### config.mk
export PLATFORM = sky130hd
export DESIGN_NAME = vvfm_fifo
export DESIGN_NICKNAME = d
export VERILOG_FILES = /design/src/rtl/vvfm_pkg.sv /design/src/rtl/vvfm_fifo.sv
export SDC_FILE = /design/constraint.sdc
export NUM_CORES = 1
export LEC_CHECK = 0
export BUFFER_PORTS_ARGS = -buffer_cell sky130_fd_sc_hd__buf_4
export CAP_MARGIN = 20
export CORE_UTILIZATION = 40
export DETAILED_ROUTE_END_ITERATION = 10
export GPL_TIMING_DRIVEN = 0
export HOLD_SLACK_MARGIN = 0.08
export PLACE_DENSITY = 0.68
export SKIP_CTS_REPAIR_TIMING = 1
export SLEW_MARGIN = 0
export SYNTH_ARGS = -nofsm -noshare
export SYNTH_HDL_FRONTEND = slang
export SYNTH_SLANG_ARGS = --single-unit
### constraint.sdc
create_clock -name clk -period 7 [get_ports clk]
set_clock_uncertainty 0.15 [all_clocks]
set_input_delay 0.35 -clock clk [delete_from_list [all_inputs] [get_ports clk]]
set_output_delay 0.35 -clock clk [all_outputs]
set_load 0.01 [all_outputs]
### src/rtl/vvfm_pkg.sv
// shared constants, types and helpers of the voxel visible face mask unit
package vvfm_pkg;

	localparam int GRID_DIM    = 32;
	localparam int MAX_THROUGH = 4;
	localparam int ID_BITS     = 8;
	localparam int ID_FIELDS   = 4;
	localparam int QUEUE_DEPTH = 2;

	localparam int FACES       = 6;
	localparam int THROUGH_LIM = (MAX_THROUGH < ID_FIELDS) ? MAX_THROUGH : ID_FIELDS;
	localparam int CW          = $clog2(GRID_DIM);
	localparam int AW          = 3 * CW;
	localparam int CELLS       = GRID_DIM * GRID_DIM * GRID_DIM;
	localparam int EW          = (CW + 1 > 6) ? CW + 1 : 6;

	// face order +x,-x,+y,-y,+z,-z
	localparam logic [2:0] FACE_PX   = 3'd0;
	localparam logic [2:0] FACE_NX   = 3'd1;
	localparam logic [2:0] FACE_PY   = 3'd2;
	localparam logic [2:0] FACE_NY   = 3'd3;
	localparam logic [2:0] FACE_PZ   = 3'd4;
	localparam logic [2:0] FACE_NZ   = 3'd5;
	localparam logic [2:0] FACE_LAST = FACE_NZ;

	localparam logic OP_WRITE = 1'b0;
	localparam logic OP_QUERY = 1'b1;

	localparam logic [1:0] REG_SIZE_X = 2'd0;
	localparam logic [1:0] REG_SIZE_Y = 2'd1;
	localparam logic [1:0] REG_SIZE_Z = 2'd2;

	typedef logic [ID_BITS-1:0] id_t;
	typedef logic [AW-1:0]      addr_t;
	typedef logic [EW-1:0]      ext_t;

	typedef struct packed {
		ext_t x;
		ext_t y;
		ext_t z;
	} ext_cfg_t;

	typedef struct packed {
		logic full;
		logic empty;
	} fifo_status_t;

	typedef struct packed {
		logic                        query;
		logic                        wr_ok;
		addr_t                       wr_addr;
		id_t                         wr_id;
		logic [FACES-1:0]            nb_in;
		addr_t [FACES-1:0]           nb_addr;
		id_t [ID_FIELDS-1:0]         ids;
		logic [ID_FIELDS-1:0]        id_en;
	} cmd_t;

	typedef enum logic [1:0] {
		ST_CLEAR,
		ST_IDLE,
		ST_READ,
		ST_DONE
	} back_state_t;

	function automatic addr_t cell_addr(ext_t x, ext_t y, ext_t z);
		return {z[CW-1:0], y[CW-1:0], x[CW-1:0]};
	endfunction

	function automatic id_t to_id(logic [7:0] v);
		logic [31:0] w;
		w = 32'(v);
		return w[ID_BITS-1:0];
	endfunction

endpackage

### src/rtl/vvfm_fifo.sv
// command queue between front and back end
module vvfm_fifo import vvfm_pkg::*; #(
	parameter int DEPTH = QUEUE_DEPTH
) (
	input  logic         clk,
	input  logic         arst_n,
	input  logic         push,
	input  cmd_t         din,
	input  logic         pop,
	output cmd_t         head,
	output fifo_status_t stat
);

	localparam int PW   = $clog2(DEPTH);
	localparam int CNTW = $clog2(DEPTH + 1);

	cmd_t            slot_q [DEPTH];
	logic [PW-1:0]   wr_ptr_q, rd_ptr_q;
	logic [CNTW-1:0] cnt_q;

	assign head       = slot_q[rd_ptr_q];
	assign stat.full  = (cnt_q == CNTW'(DEPTH));
	assign stat.empty = (cnt_q == '0);

	always_ff @(posedge clk) begin
		if (push) begin
			slot_q[wr_ptr_q] <= din;
		end
	end

	always_ff @(posedge clk or negedge arst_n) begin
		if (!arst_n) begin
			wr_ptr_q <= '0;
			rd_ptr_q <= '0;
			cnt_q    <= '0;
		end else begin
			if (push) begin
				wr_ptr_q <= (wr_ptr_q == PW'(DEPTH - 1)) ? '0 : wr_ptr_q + PW'(1);
			end
			if (pop) begin
				rd_ptr_q <= (rd_ptr_q == PW'(DEPTH - 1)) ? '0 : rd_ptr_q + PW'(1);
			end
			case ({push, pop})
				2'b10: cnt_q <= cnt_q + CNTW'(1);
				2'b01: cnt_q <= cnt_q - CNTW'(1);
				default: cnt_q <= cnt_q;
			endcase
		end
	end

endmodule

==> results.toml <==
[worst_setup_path]
required_ns = 6.50
critPathLaunchType = "register"
cp_slowest_stage_delay_ns = 0.33
endpoint_kind = "output port"
crit_top_cell = "buf_6"
criticalPathCategory = "register to output port"
worstPathCellList = "buf_6 > buf_8 > buf_6 > mux2_4 > buf_4"
crit_fanout = 10
cp_slowest_cell = "dfrtp_1"
arrival_ns = 1.82

[cts]
cts.sinks = 318
path_clk_slew_ns = 0.05
clockBufferDepth = 3
h-tree-depth = 2
clk_latency_ns = 0.50
clockRootBuffer = "clkbuf_16"
cts_tree = "done"
cts_buffers = 34

[global_routing]
grt.total_usage = 0.146
grtUsageMet2 = 0.254
grt_max_degree = 60
grt_pass1_wl_um = 34300
grt_use_met3 = 0.0553
grt.met1_usage = 0.165
grt_pass1_vias = 6323
grt_overflow = 0
busiest_layer = "met2"
antenna_found_initial = 1

[layout]
syn_to_final_growth_pct = 48.5
fillers = 2107
nets = 1190
regArea_sq_um = 9530
layout_common_cells = "buf_4 (319), edfxtp_1 (314), dlygate4sd3_1 (161), mux2_4 (101), mux2_2 (56)"
layout-drive-gt1-share = 0.520
stdcell_count = 1438
mostFrequentLayoutCell = "buf_4"
multi_input_area_sq_um = 2240

[outcome]
outcome = "complete, no violations"

[routing]
drt_pass1_iterations = 4
post_drt_wl_per_cell_um = 17.5
wl_um = 25100
ant_nets = 0
num_vias = 6512
drc = 0
drt_iter0_drc = 252
vias_per_cell = 4.53

[placed_design]
dp_hpwl_um = 15800
gp_congestion = 0.701
numPortBuffers = 319
pre_cts_slack_ns = 4.74
placed_cells = 1215

[timing]
worst_slack_ns = 4.68
setup_viol = 0
min_period_ns = 2.32
slew_violations = 0
rsz0062_at_grt = "false"
clock.fmax_mhz = 431
hold_violations = 0
hold_ws_ns = 0.344
finalCritPeriodShare = 0.332
slew_headroom = 0.461
tightest_slew_ns = 0.807

[floorplan]
row_count = 62
die_y_um = 175
initial_core_util = 0.412
dieArea_sq_um = 30600
die_width_um = 175
coreArea_sq_um = 29000
num_io_pins = 320

[power]
powerDensity_nw_per_um2 = 380
leakagePower_nw = 7.02
irDropWorstVdd_mv = 0.236

[synth]
syn_area_sq_um = 11900
yosys_warnings = 0
syn_inst = 505
synth.distinct_cells = 14
ys_seq_area_frac = 0.798
synth_nets = 667
avgSynthCellArea_sq_um = 23.7
ys_ff_latch = 318

[min_path]
hp-class = "register to register"

[job]
drv_cap = 0
==> per-stage QoR <==
stage	cell area, sq um	power, W	utilization	setup TNS (ns)
floorplan	12000	0.00398	-	0
global placement	14800	0.00495	0.511	-115.13
detailed placement	15000	0.00492	0.517	0
CTS	16100	0.00674	0.556	0
global route	17700	0.00702	0.612	0
finish	17700	0.00674	0.612	0
==> where the power goes <==
group          leakage (nW)  internal [W]  switching, W
Clock                 0.553       0.00112      0.000686
Sequential             2.99       0.00252     0.0000860
Combinational          3.47       0.00128       0.00104
Total                  7.02       0.00493       0.00181
==> cell families (layout without fill, tap and decap cells) <==
kind of cell	after synthesis	count (layout)	synth area share
buffers and inverters	19	567	0.0160
flip-flops	318	318	0.798
adder cells (fa/ha/maj)	1	1	0.00105
AND/OR/NAND/NOR	5	5	0.00199
multiplexers	157	157	0.180
other	0	1	0
XOR/XNOR	5	5	0.00367
==> Yosys cell counts <==
library cell  count  area (sq um)
edfxtp_1        314          9430
xor2_1            3          26.3
ha_1              1          12.5
mux2_4          101          1520
buf_2             3          15.0
buf_6            14           158
inv_1             1          3.75
xnor2_1           2          17.5
nor2_1            3          11.3
buf_8             1          15.0
nor2b_1           1          6.26
dfrtp_1           4           100
mux2_2           56           631
and2_1            1          6.26
==> worst paths after layout <==
check,from,slack [ns],cells after the start,endpoint
hold / removal,cnt_q[1],0.34,1,cnt_q[1]
setup / recovery,rd_ptr_q,4.68,5,head[102]
setup reg to reg,wr_ptr_q,4.91,3,slot_q[0][51]
min in group asynchronous,arst_n,0.61,3,wr_ptr_q
hold reg to reg,cnt_q[1],0.34,1,cnt_q[1]
max in group asynchronous,arst_n,5.91,3,rd_ptr_q
==> layer usage <==
metal / vias up / routed length, um
met4: 0 / 441
li1: 3060 / -
met3: 36 / 1760
met1: 3187 / 9680
met5: - / 0
met2: 229 / 13300
==> critical path: cells and delay by family (launching register included) <==
family / cells / cell delay [ns]
flip-flops: 1 / 0.33
multiplexers: 1 / 0.32
buffers and inverters: 4 / 0.66
==> area by class of cell <==
cell class,count,area share
Clock buffer,48,0.0551
Buffer,18,0.0106
Antenna cell,1,0.000141
Clock inverter,13,0.00909
Sequential cell,318,0.537
Timing Repair Buffer,487,0.235
Inverter,1,0.000211
Tap cell,384,0.0271
Multi-Input combinational cell,168,0.126
==> sequential cells by signal, indices dropped and copies added, names as in the netlist <==
name and flops:
wr_ptr_q 1, rd_ptr_q 1, slot_q 314, cnt_q 2
Note: power is estimated with default switching activity, not from simulation.
