==> src/rtl/vvfm_pkg.sv <==
// shared constants, types and helpers of the voxel visible face mask unit
package vvfm_pkg;

	localparam int GRID_DIM    = 32;
	localparam int MAX_THROUGH = 4;
	localparam int ID_BITS     = 8;
	localparam int ID_FIELDS   = 4;
	localparam int QUEUE_DEPTH = 2;

	localparam int FACES       = 6;
	localparam int THROUGH_LIM = (MAX_THROUGH < ID_FIELDS) ? MAX_THROUGH : ID_FIELDS;
	localparam int CW          = $clog2(GRID_DIM);
	localparam int AW          = 3 * CW;
	localparam int CELLS       = GRID_DIM * GRID_DIM * GRID_DIM;
	localparam int EW          = (CW + 1 > 6) ? CW + 1 : 6;

	// face order +x,-x,+y,-y,+z,-z
	localparam logic [2:0] FACE_PX   = 3'd0;
	localparam logic [2:0] FACE_NX   = 3'd1;
	localparam logic [2:0] FACE_PY   = 3'd2;
	localparam logic [2:0] FACE_NY   = 3'd3;
	localparam logic [2:0] FACE_PZ   = 3'd4;
	localparam logic [2:0] FACE_NZ   = 3'd5;
	localparam logic [2:0] FACE_LAST = FACE_NZ;

	localparam logic OP_WRITE = 1'b0;
	localparam logic OP_QUERY = 1'b1;

	localparam logic [1:0] REG_SIZE_X = 2'd0;
	localparam logic [1:0] REG_SIZE_Y = 2'd1;
	localparam logic [1:0] REG_SIZE_Z = 2'd2;

	typedef logic [ID_BITS-1:0] id_t;
	typedef logic [AW-1:0]      addr_t;
	typedef logic [EW-1:0]      ext_t;

	typedef struct packed {
		ext_t x;
		ext_t y;
		ext_t z;
	} ext_cfg_t;

	typedef struct packed {
		logic full;
		logic empty;
	} fifo_status_t;

	typedef struct packed {
		logic                        query;
		logic                        wr_ok;
		addr_t                       wr_addr;
		id_t                         wr_id;
		logic [FACES-1:0]            nb_in;
		addr_t [FACES-1:0]           nb_addr;
		id_t [ID_FIELDS-1:0]         ids;
		logic [ID_FIELDS-1:0]        id_en;
	} cmd_t;

	typedef enum logic [1:0] {
		ST_CLEAR,
		ST_IDLE,
		ST_READ,
		ST_DONE
	} back_state_t;

	function automatic addr_t cell_addr(ext_t x, ext_t y, ext_t z);
		return {z[CW-1:0], y[CW-1:0], x[CW-1:0]};
	endfunction

	function automatic id_t to_id(logic [7:0] v);
		logic [31:0] w;
		w = 32'(v);
		return w[ID_BITS-1:0];
	endfunction

endpackage

==> src/rtl/vvfm_front.sv <==
// front end: input handshake, bounds checks and neighbour addresses per item
module vvfm_front import vvfm_pkg::*; (
	input  logic         in_valid,
	output logic         in_ready,
	input  logic         opcode,
	input  logic [4:0]   pos_x,
	input  logic [4:0]   pos_y,
	input  logic [4:0]   pos_z,
	input  logic [7:0]   write_id,
	input  logic [2:0]   through_count,
	input  logic [7:0]   through_id_0,
	input  logic [7:0]   through_id_1,
	input  logic [7:0]   through_id_2,
	input  logic [7:0]   through_id_3,
	input  ext_cfg_t     ext,
	input  fifo_status_t q_stat,
	input  logic         clearing,
	output logic         push,
	output cmd_t         cmd
);

	ext_t x, y, z, xp, xm, yp, ym, zp, zm;
	logic in_x, in_y, in_z, up_x, up_y, up_z, dn_x, dn_y, dn_z;
	logic [7:0] tid [ID_FIELDS];
	logic [2:0] cnt;

	assign in_ready = !clearing && !q_stat.full;
	assign push     = in_valid && in_ready;

	always_comb begin
		x  = ext_t'(pos_x);
		y  = ext_t'(pos_y);
		z  = ext_t'(pos_z);
		xp = x + ext_t'(1);
		yp = y + ext_t'(1);
		zp = z + ext_t'(1);
		xm = x - ext_t'(1);
		ym = y - ext_t'(1);
		zm = z - ext_t'(1);

		in_x = x < ext.x;
		in_y = y < ext.y;
		in_z = z < ext.z;
		up_x = xp < ext.x;
		up_y = yp < ext.y;
		up_z = zp < ext.z;
		// below zero is outside
		dn_x = (x != '0) && (xm < ext.x);
		dn_y = (y != '0) && (ym < ext.y);
		dn_z = (z != '0) && (zm < ext.z);

		tid[0] = through_id_0;
		tid[1] = through_id_1;
		tid[2] = through_id_2;
		tid[3] = through_id_3;
		cnt = (through_count > 3'(THROUGH_LIM)) ? 3'(THROUGH_LIM) : through_count;

		cmd.query   = (opcode == OP_QUERY);
		cmd.wr_ok   = (x < ext_t'(GRID_DIM)) && (y < ext_t'(GRID_DIM)) && (z < ext_t'(GRID_DIM));
		cmd.wr_addr = cell_addr(x, y, z);
		cmd.wr_id   = to_id(write_id);

		cmd.nb_in[FACE_PX] = up_x && in_y && in_z;
		cmd.nb_in[FACE_NX] = dn_x && in_y && in_z;
		cmd.nb_in[FACE_PY] = in_x && up_y && in_z;
		cmd.nb_in[FACE_NY] = in_x && dn_y && in_z;
		cmd.nb_in[FACE_PZ] = in_x && in_y && up_z;
		cmd.nb_in[FACE_NZ] = in_x && in_y && dn_z;

		// wrapped addresses of hidden faces are still read, but nb_in masks their data
		cmd.nb_addr[FACE_PX] = cell_addr(xp, y, z);
		cmd.nb_addr[FACE_NX] = cell_addr(xm, y, z);
		cmd.nb_addr[FACE_PY] = cell_addr(x, yp, z);
		cmd.nb_addr[FACE_NY] = cell_addr(x, ym, z);
		cmd.nb_addr[FACE_PZ] = cell_addr(x, y, zp);
		cmd.nb_addr[FACE_NZ] = cell_addr(x, y, zm);

		for (int k = 0; k < ID_FIELDS; k++) begin
			cmd.ids[k]   = to_id(tid[k]);
			cmd.id_en[k] = (k < int'(cnt));
		end
	end

endmodule

==> config.mk <==
export PLATFORM = sky130hd
export DESIGN_NAME = vvfm_front
export DESIGN_NICKNAME = d
export VERILOG_FILES = /design/src/rtl/vvfm_pkg.sv /design/src/rtl/vvfm_front.sv
export SDC_FILE = /design/constraint.sdc
export NUM_CORES = 1
export LEC_CHECK = 0
export BUFFER_PORTS_ARGS = -buffer_cell sky130_fd_sc_hd__buf_2
export CORE_MARGIN = 8
export CORE_UTILIZATION = 41
export DETAILED_ROUTE_END_ITERATION = 12
export PLACE_DENSITY_LB_ADDON = 0.25
export SLEW_MARGIN = 20
export SYNTH_ARGS = -nofsm -noshare
export SYNTH_HDL_FRONTEND = slang
export SYNTH_SLANG_ARGS = --single-unit
==> constraint.sdc <==
create_clock -name vclk -period 4.91
set_clock_uncertainty 0.1 [all_clocks]
set_input_delay 0.2455 -clock vclk [all_inputs]
set_output_delay 0.2455 -clock vclk [all_outputs]
set_load 0.02 [all_outputs]
==> reports/qor.csv, run 1 <==
stage,metric,value,unit
logic_synthesis,yosys_warnings,0,
sta,finalSetupViolations,0,
route,drtIter0Drc,30,
logic_synthesis,avgSynthCellArea,7.78,µm²
global_routing,overflow,0,
die,die_h,93.4,µm
setup_path,startpoint,pos_y[0],
logic_synthesis,synth_compound_area_share,11.4,%
final_layout,instances_no_fill,420,
final_layout,drive_gt1_share,50.4,%
pwr,ir_drop,53.5,µV
die,die_x,93.4,µm
setup_path,critical_path_required,4.56,ns
setup_path,critPathMaxFanout,11,
clocking,cts_resized,0,
logic_synthesis,yosys.area_share.simple,13.8,%
place,place_hpwl,5470,µm
die,dieArea,8730,µm²
route,drt_pass1_iterations,4,
final_layout,diodes,0,
sta,period_minus_slack,2.50,ns
global_routing,grt_pass1_vias,2000,
die,io_pins,240,
sta,hold_violations,0,
global_routing,antenna_found_initial,0,
die,start_util,42.0,%
logic_synthesis,yosysSeqAreaShare,0,%
sta,maxSlewViolCount,0,
route,routed_via_density,4.65,
place,io_buffers,156,
sta,period_share,50.8,%
final_layout,fin_nets,479,
logic_synthesis,syn_area,2460,µm²
worst_hold_path,hold_path_class,in -> out,
logic_synthesis,synth_nets,448,
final_layout,fin_util,40.8,%
final_layout,fillCellCount,629,
final_layout,syn_to_final_growth,-3.00,%
clocking,post_cts_buffers,0,
setup_path,arrival,2.15,ns
sta,rsz0062_at_grt,false,
die,core,5850,µm²
pwr,p_leak,1.47,nW
die,rows,28,
setup_path,critPathKind,in -> out,
worst_hold_path,hold_start,through_id_1[3],
sta,fmax,0.401,GHz
logic_synthesis,synth_xor_area_share,6.41,%
route,routed_wl,6050,µm
route,detail-route-antenna-nets,0,
route,wl_per_cell,14.4,µm
logic_synthesis,synth_top_family_by_area,buffers and inverters,
route,num_vias,1953,
logic_synthesis,ys_types,31,
sta,fin_tns_setup,0,ns
global_routing,grt_usage,12.6,%
route,drc,0,
place,placed_cells,420,
final_layout,nFlopsAndLatches,0,
place,gp_congestion,0.811,
setup_path,end_kind,output port,
clocking,hold_buffers,0,
final_layout,clkbuf_count,0,
outcome,status,"finished, final reports clean",
logic_synthesis,synthMuxAreaShare,0,%
global_routing,grt_pass1_wl,9550,µm
logic_synthesis,synthAdderAreaFrac,26.0,%
logic_synthesis,synth_cells,316,
run,cap_violations,0,
final_layout,seq_area,0,µm²
setup_path,cp-start-kind,input pin,
pwr,power.density,134,nW/µm²
global_routing,grt_max_degree,14,
[synth_stat cells, drive strengths merged]
library cell,count,area share (%)
nor4b,3,1.8
a21oi,21,4.9
clkbuf,1,0.15
nand3,16,3.3
and3,3,0.81
o21ai,1,0.20
nor4,2,1.0
conb,1,0.15
a221o,2,0.81
nand2,9,1.4
or3,1,0.25
and2,1,0.25
nor3,6,1.6
o22ai,3,1.5
nor2,7,1.1
ha,51,26
a21o,11,3.4
xnor2,9,3.2
inv,24,3.7
buf,126,38
nand2b,3,1.1
a2111oi,1,0.61
or2,1,0.25
nand4,4,1.0
xor2,9,3.2
[worst max-delay path, stage by stage]
cell	delay, ns
buf_2	0.15
inv_1	0.14
ha_1	0.20
nand2_1	0.07
xnor2_1	0.18
ha_1	0.27
a21o_1	0.19
a221o_1	0.30
nor4_2	0.19
buf_2	0.21
[cell usage in the layout (no fill, tap or decap), types with 3 or more instances in the layout]
| cell | instances |
|---|---|
| xor2_1 | 9 |
| ha_1 | 51 |
| nand4_1 | 4 |
| a21o_1 | 11 |
| nor2_1 | 7 |
| nor4b_2 | 3 |
| nor3_1 | 4 |
| xnor2_1 | 9 |
| nand3_1 | 16 |
| buf_2 | 156 |
| a21oi_2 | 4 |
| inv_1 | 24 |
| a21oi_1 | 17 |
| o22ai_2 | 3 |
| nand2_1 | 9 |
[area by class of cell]
class / count / area [µm²] / share of cell area [%]
Inverter: 24 / 90.1 / 3.78
Multi-Input combinational cell: 165 / 1420 / 59.5
Tap cell: 75 / 93.8 / 3.93
Timing Repair Buffer: 156 / 781 / 32.7
[metal layers]
metal	share of wire, %	vias up	track usage (%)
met4	1.1	0	1.74
met3	13	10	4.01
met1	38	859	13.2
met2	49	89	24.0
met5	0	-	0
li1	-	995	-
[per-stage QoR]
stage | hold slack [ns] | setup slack, ns | power, mW | cell area (µm²)
global route | 0.391 | 2.24 | 0.355 | 2380
finish | 0.391 | 2.41 | 0.320 | 2380
detailed placement | 0.391 | 2.39 | 0.324 | 2380
CTS | 0.391 | 2.38 | 0.325 | 2380
global placement | 0.391 | 2.40 | 0.320 | 2380
floorplan | 0.471 | 2.14 | 0.304 | 2460
[power breakdown]
part / leakage [nW] / switching [mW] / internal, mW / total (mW)
Clock: 0 / 0 / 0 / 0
Sequential: 0 / 0 / 0 / 0
Combinational: 1.47 / 0.204 / 0.115 / 0.320
Total: 1.47 / 0.204 / 0.115 / 0.320
[worst paths after layout]
check,endpoint,slack [ns],cells after the start
worst max-delay path,cmd[129],2.41,10
worst min-delay path,cmd[15],0.39,0
[kinds of logic (layout without fill, tap and decap cells)]
family                   count (synthesis)  in the layout
other                                    1              1
buffers and inverters                  151            180
adder cells (fa/ha/maj)                 51             51
XOR/XNOR                                18             18
AND/OR/NAND/NOR                         56             56
AO/OA/AOI/OAI                           39             39
Power figures use the tool's default switching activity.
==> run 2: changes to the inputs <==
--- a/config.mk
+++ b/config.mk
@@ -5,9 +5,10 @@
 export SDC_FILE = /design/constraint.sdc
 export NUM_CORES = 1
 export LEC_CHECK = 0
+export ABC_AREA = 1
 export BUFFER_PORTS_ARGS = -buffer_cell sky130_fd_sc_hd__buf_2
 export CORE_MARGIN = 8
-export CORE_UTILIZATION = 41
+export CORE_UTILIZATION = 39
 export DETAILED_ROUTE_END_ITERATION = 12
 export PLACE_DENSITY_LB_ADDON = 0.25
 export SLEW_MARGIN = 20
==> constraint.sdc (replaced) <==
create_clock -name vclk -period 2.5
set_clock_uncertainty 0.1 [all_clocks]
set_input_delay 0.125 -clock vclk [all_inputs]
set_output_delay 0.125 -clock vclk [all_outputs]
set_load 0.02 [all_outputs]
==> run 2 against run 1 <==
Worst hold slack got worse by 0.24 ns. Flip-flop and latch count unchanged. Synthesized cell count increased by 21%. Area after synthesis increased by 2.7%. Via count increased by 11%. Final area increased by 4.1%. Worst setup slack got worse by 1.9 ns. First-iteration DRC count increased by 33%. Largest power group unchanged. Die area increased by 6.6%.
==> reports/qor.csv, run 2 <==
stage,metric,value,unit
setup_path,critPathMaxFanout,9,
pwr,p_total,0.627,mW
setup_path,cp-start-kind,input pin,
logic_synthesis,yosysSeqAreaShare,0,%
final_layout,seq_area,0,µm²
logic_synthesis,synth_nets,515,
die,core,6310,µm²
worst_hold_path,hold_path_class,in -> out,
route,drc,0,
setup_path,critical_path_required,2.28,ns
logic_synthesis,ys_top_cells_by_area,"buf_4 (36%), ha_1 (25%), nand2_1 (10%)",
route,drt_pass1_iterations,6,
clocking,cts_resized,0,
sta,fin_tns_setup,0,ns
setup_path,end_kind,output port,
global_routing,antenna_found_initial,0,
die,rows,29,
die,die_x,96.5,µm
die,dieArea,9300,µm²
clocking,post_cts_buffers,0,
pwr,clkPwrFrac,0,%
logic_synthesis,yosysMostFrequentCell,buf_4,
final_layout,drive_gt1_share,39.8,%
pwr,swShare,65.8,%
global_routing,grt_max_degree,14,
route,num_vias,2174,
die,io_pins,240,
pwr,ir_drop,110,µV
global_routing,grt_usage,12.4,%
pwr,power.share.sequential,0,%
logic_synthesis,yosys_warnings,0,
route,wl_per_cell,12.6,µm
logic_synthesis,synth_cells,383,
final_layout,diodes,0,
global_routing,grt_pass1_wl,9760,µm
final_layout,clkbuf_count,0,
route,drtIter0Drc,40,
final_layout,nFlopsAndLatches,0,
setup_path,arrival,1.78,ns
clocking,hold_buffers,0,
setup_path,slowest_stage,ha_1,
pwr,power.density,252,nW/µm²
logic_synthesis,syn_area,2520,µm²
pwr,p_comb_share,100.0,%
setup_path,critPathKind,in -> out,
final_layout,fin_nets,549,
logic_synthesis,synth_top_area_share,35.7,%
die,die_h,96.5,µm
sta,period_share,80.1,%
sta,hold_violations,0,
logic_synthesis,ys_types,22,
sta,maxSlewViolCount,0,
route,detail-route-antenna-nets,0,
setup_path,path_buf_inv,3,
place,io_buffers,156,
final_layout,layout_common_cells,"buf_2 (156), nand2_1 (70), ha_1 (51)",
final_layout,final_common_cell,buf_2,
global_routing,overflow,0,
pwr,intPower,0.214,mW
die,start_util,40.0,%
run,cap_violations,0,
place,place_hpwl,5650,µm
pwr,p_switching,0.413,mW
place,gp_congestion,0.829,
setup_path,path_delay_family,adder cells,
logic_synthesis,avgSynthCellArea,6.59,µm²
global_routing,grt_pass1_vias,2214,
sta,period_minus_slack,2.00,ns
logic_synthesis,ys_top_cells_by_count,"buf_4 (120), nand2_1 (70), ha_1 (51)",
final_layout,syn_to_final_growth,-1.68,%
sta,finalSetupViolations,0,
logic_synthesis,synth_top_cell_by_area,buf_4,
setup_path,crit_chain,buf_2 > inv_2 > ha_1 > nand2_1 > xor2_1 > ha_1 > nand2_1 > a21oi_1 > nor2_1 > nand3_1 > nor2_1 > buf_2,
setup_path,cpPeakStageDelay,0.27,ns
sta,rsz0062_at_grt,false,
outcome,status,"finished, final reports clean",
route,routed_via_density,4.42,
pwr,p_leak,1.63,nW
route,routed_wl,6210,µm
sta,fmax,0.499,GHz
## run 2: cell count changes after synthesis, sizes merged, moves of 4 or more
cell | before | now
a21oi | 21 | 12
nand3 | 16 | 12
nor2 | 7 | 32
inv | 24 | 46
xor2 | 9 | 15
nand2 | 9 | 70
xnor2 | 9 | 2
a21o | 11 | 7
## run 2: routing by layer
metal  global-route usage [%]  part of all wire (%)  up-vias
li1                         -                     -     1138
met1                     14.3                    41      907
met2                     23.8                    49      117
met3                     2.32                   9.6       12
met4                     1.01                  0.68        0
met5                        0                     0        -
## run 2: power groups by stage
stage	Sequential (mW)	Combinational (mW)	Clock (mW)
global placement	0	0.632	0
detailed placement	0	0.639	0
CTS	0	0.642	0
floorplan	0	0.589	0
finish	0	0.627	0
global route	0	0.703	0
## run 2: cell type report
type                       instances  area (µm²)
tap                               77        96.3
timing repair buffer             156         781
inverter                          46         173
fill                             711        3830
multi-input combinational        213        1430
## run 2: worst paths after layout
| kind | start | to | cells past startpoint |
|---|---|---|---|
| setup / recovery | pos_z[0] | cmd[131] | 12 |
| hold / removal | write_id[3] | cmd[135] | 0 |
## run 2: cell families (layout without fill, tap and decap cells)
logic type / count (synthesis) / in the layout / synth area share [%]
AOI/OAI and AO/OA: 22 / 22 / 5.80
other: 1 / 1 / 0.149
adders and majority gates: 51 / 51 / 25.3
xor gates and xnor gates: 17 / 17 / 5.90
buffers and inverters: 170 / 202 / 43.3
and+or+nand+nor: 122 / 122 / 19.6
## run 2: metrics by stage
| step | worst slack [ns] | hold slack [ns] | cells | cell area [µm²] | utilization (%) |
|---|---|---|---|---|---|
| finish | 0.497 | 0.150 | 492 | 2480 | 39.3 |
| global route | 0.333 | 0.150 | 492 | 2480 | 39.3 |
| CTS | 0.487 | 0.150 | 492 | 2480 | 39.3 |
| detailed placement | 0.489 | 0.150 | 492 | 2480 | 39.3 |
| global placement | 0.531 | 0.150 | 492 | 2480 | 39.3 |
| floorplan | 0.480 | 0.210 | 383 | 2520 | - |
==> run 3: changes to the inputs <==
==> constraint.sdc (replaced) <==
create_clock -name vclk -period 1.98
set_clock_uncertainty 0.1 [all_clocks]
set_input_delay 0.099 -clock vclk [all_inputs]
set_output_delay 0.099 -clock vclk [all_outputs]
set_load 0.02 [all_outputs]
==> run 3 against run 2 <==
Via count grew 0.32%. Critical path type unchanged. First-iteration DRC count is 13% lower. Final cell count increased by 0.81%. Routed wire length grew 2.0%. Flip-flop and latch count did not move. Worst setup slack worse by 0.38 ns. Final area is 2.9% higher. Worst hold slack got worse by 0.052 ns. Non-clock buffer count increased by 4. Critical endpoint is now cmd[128]. Highest routed layer unchanged. Utilization grew 1.1 points. Sequential share of layout area unchanged.
==> reports/qor.csv, run 3 (synthesis gave the netlist of run 2 again) <==
stage,metric,value,unit
outcome,status,"finished, final reports clean",
final_layout,layout_common_cells,"buf_2 (152), nand2_1 (69), ha_1 (51)",
place,gp_congestion,0.822,
die,core,6310,µm²
sta,fin_tns_setup,0,ns
setup_path,critPathMaxFanout,9,
sta,fmax,0.536,GHz
pwr,p_total,0.811,mW
final_layout,fin_util,40.5,%
sta,hold_slack,0.0980,ns
die,start_util,40.0,%
place,post_dp_cell_area,2500,µm²
setup_path,critPathKind,in -> out,
die,dieArea,9300,µm²
final_layout,final_area,2550,µm²
final_layout,drive_gt1_share,41.5,%
setup_path,cpPeakStageDelay,0.27,ns
route,wl_per_cell,12.8,µm
sta,period_share,94.2,%
sta,maxSlewViolCount,0,
final_layout,clkbuf_count,0,
final_layout,nFlopsAndLatches,0,
route,drtIter0Drc,35,
global_routing,grt_pass1_wl,9670,µm
global_routing,grt_max_degree,14,
final_layout,final_common_cell,buf_2,
setup_path,path_buf_inv,2,
route,detail-route-antenna-nets,0,
setup_path,path_delay_family,adder cells,
route,drc,0,
die,io_pins,240,
setup_path,slowest_stage,ha_1,
sta,finalSetupViolations,0,
pwr,power.density,317,nW/µm²
route,routed_via_density,4.40,
run,cap_violations,0,
setup_path,cp-start-kind,input pin,
sta,hold_violations,0,
route,drt_pass1_iterations,4,
die,rows,29,
pwr,p_leak,1.66,nW
place,io_buffers,156,
clocking,hold_buffers,0,
global_routing,grt_usage,12.3,%
pwr,ir_drop,132,µV
setup_path,critical_path_required,1.78,ns
global_routing,grt_pass1_vias,2176,
sta,period_minus_slack,1.86,ns
final_layout,diodes,0,
global_routing,antenna_found_initial,0,
final_layout,seq_area,0,µm²
die,die_h,96.5,µm
global_routing,overflow,0,
final_layout,syn_to_final_growth,1.19,%
setup_path,crit_chain,buf_2 > ha_1 > nand3_1 > xor2_1 > ha_1 > nand2_1 > nor2_1 > nand2_1 > o211ai_1 > nor2_1 > buf_2,
place,place_hpwl,5660,µm
final_layout,fin_nets,553,
setup_path,arrival,1.67,ns
die,die_x,96.5,µm
route,num_vias,2181,
route,routed_wl,6330,µm
setup_path,end_kind,output port,
worst_hold_path,hold_path_class,in -> out,
==> run 3: routing by layer <==
layer	vias up	GRT usage, %	share of wire, %
met5	-	0	0
met4	0	0.631	0.39
met3	10	2.40	9.9
met2	109	23.4	49
met1	918	14.4	41
li1	1144	-	-
==> run 3: repair_timing <==
item / in CTS / in global routing
gates resized for setup: 0 / 10
endpoints found under the setup margin: 0 / 3
setup buffers: 0 / 1
==> run 3: final timing paths <==
| path | start | end | slack [ns] | cells past startpoint |
|---|---|---|---|---|
| max | pos_y[0] | cmd[128] | 0.12 | 11 |
| min | write_id[3] | cmd[135] | 0.1 | 0 |
==> run 3: area by class of cell <==
type	instances	area, µm²
Fill cell	714	3760
Timing Repair Buffer	160	821
Multi-Input combinational cell	213	1470
Tap cell	77	96.3
Inverter	46	173
==> run 3: where the power goes <==
group	total, mW	internal [mW]	switching, mW
logic	0.811	0.284	0.527
clock network	0	0	0
registers	0	0	0
total	0.811	0.284	0.527
==> run 3: through the flow <==
step / instances / setup WS (ns)
after floorplan: 383 / 0.0125
final: 496 / 0.115
after detailed placement: 495 / 0.0516
after global routing: 496 / -0.0162
after global placement: 495 / 0.0917
after CTS: 495 / 0.0492
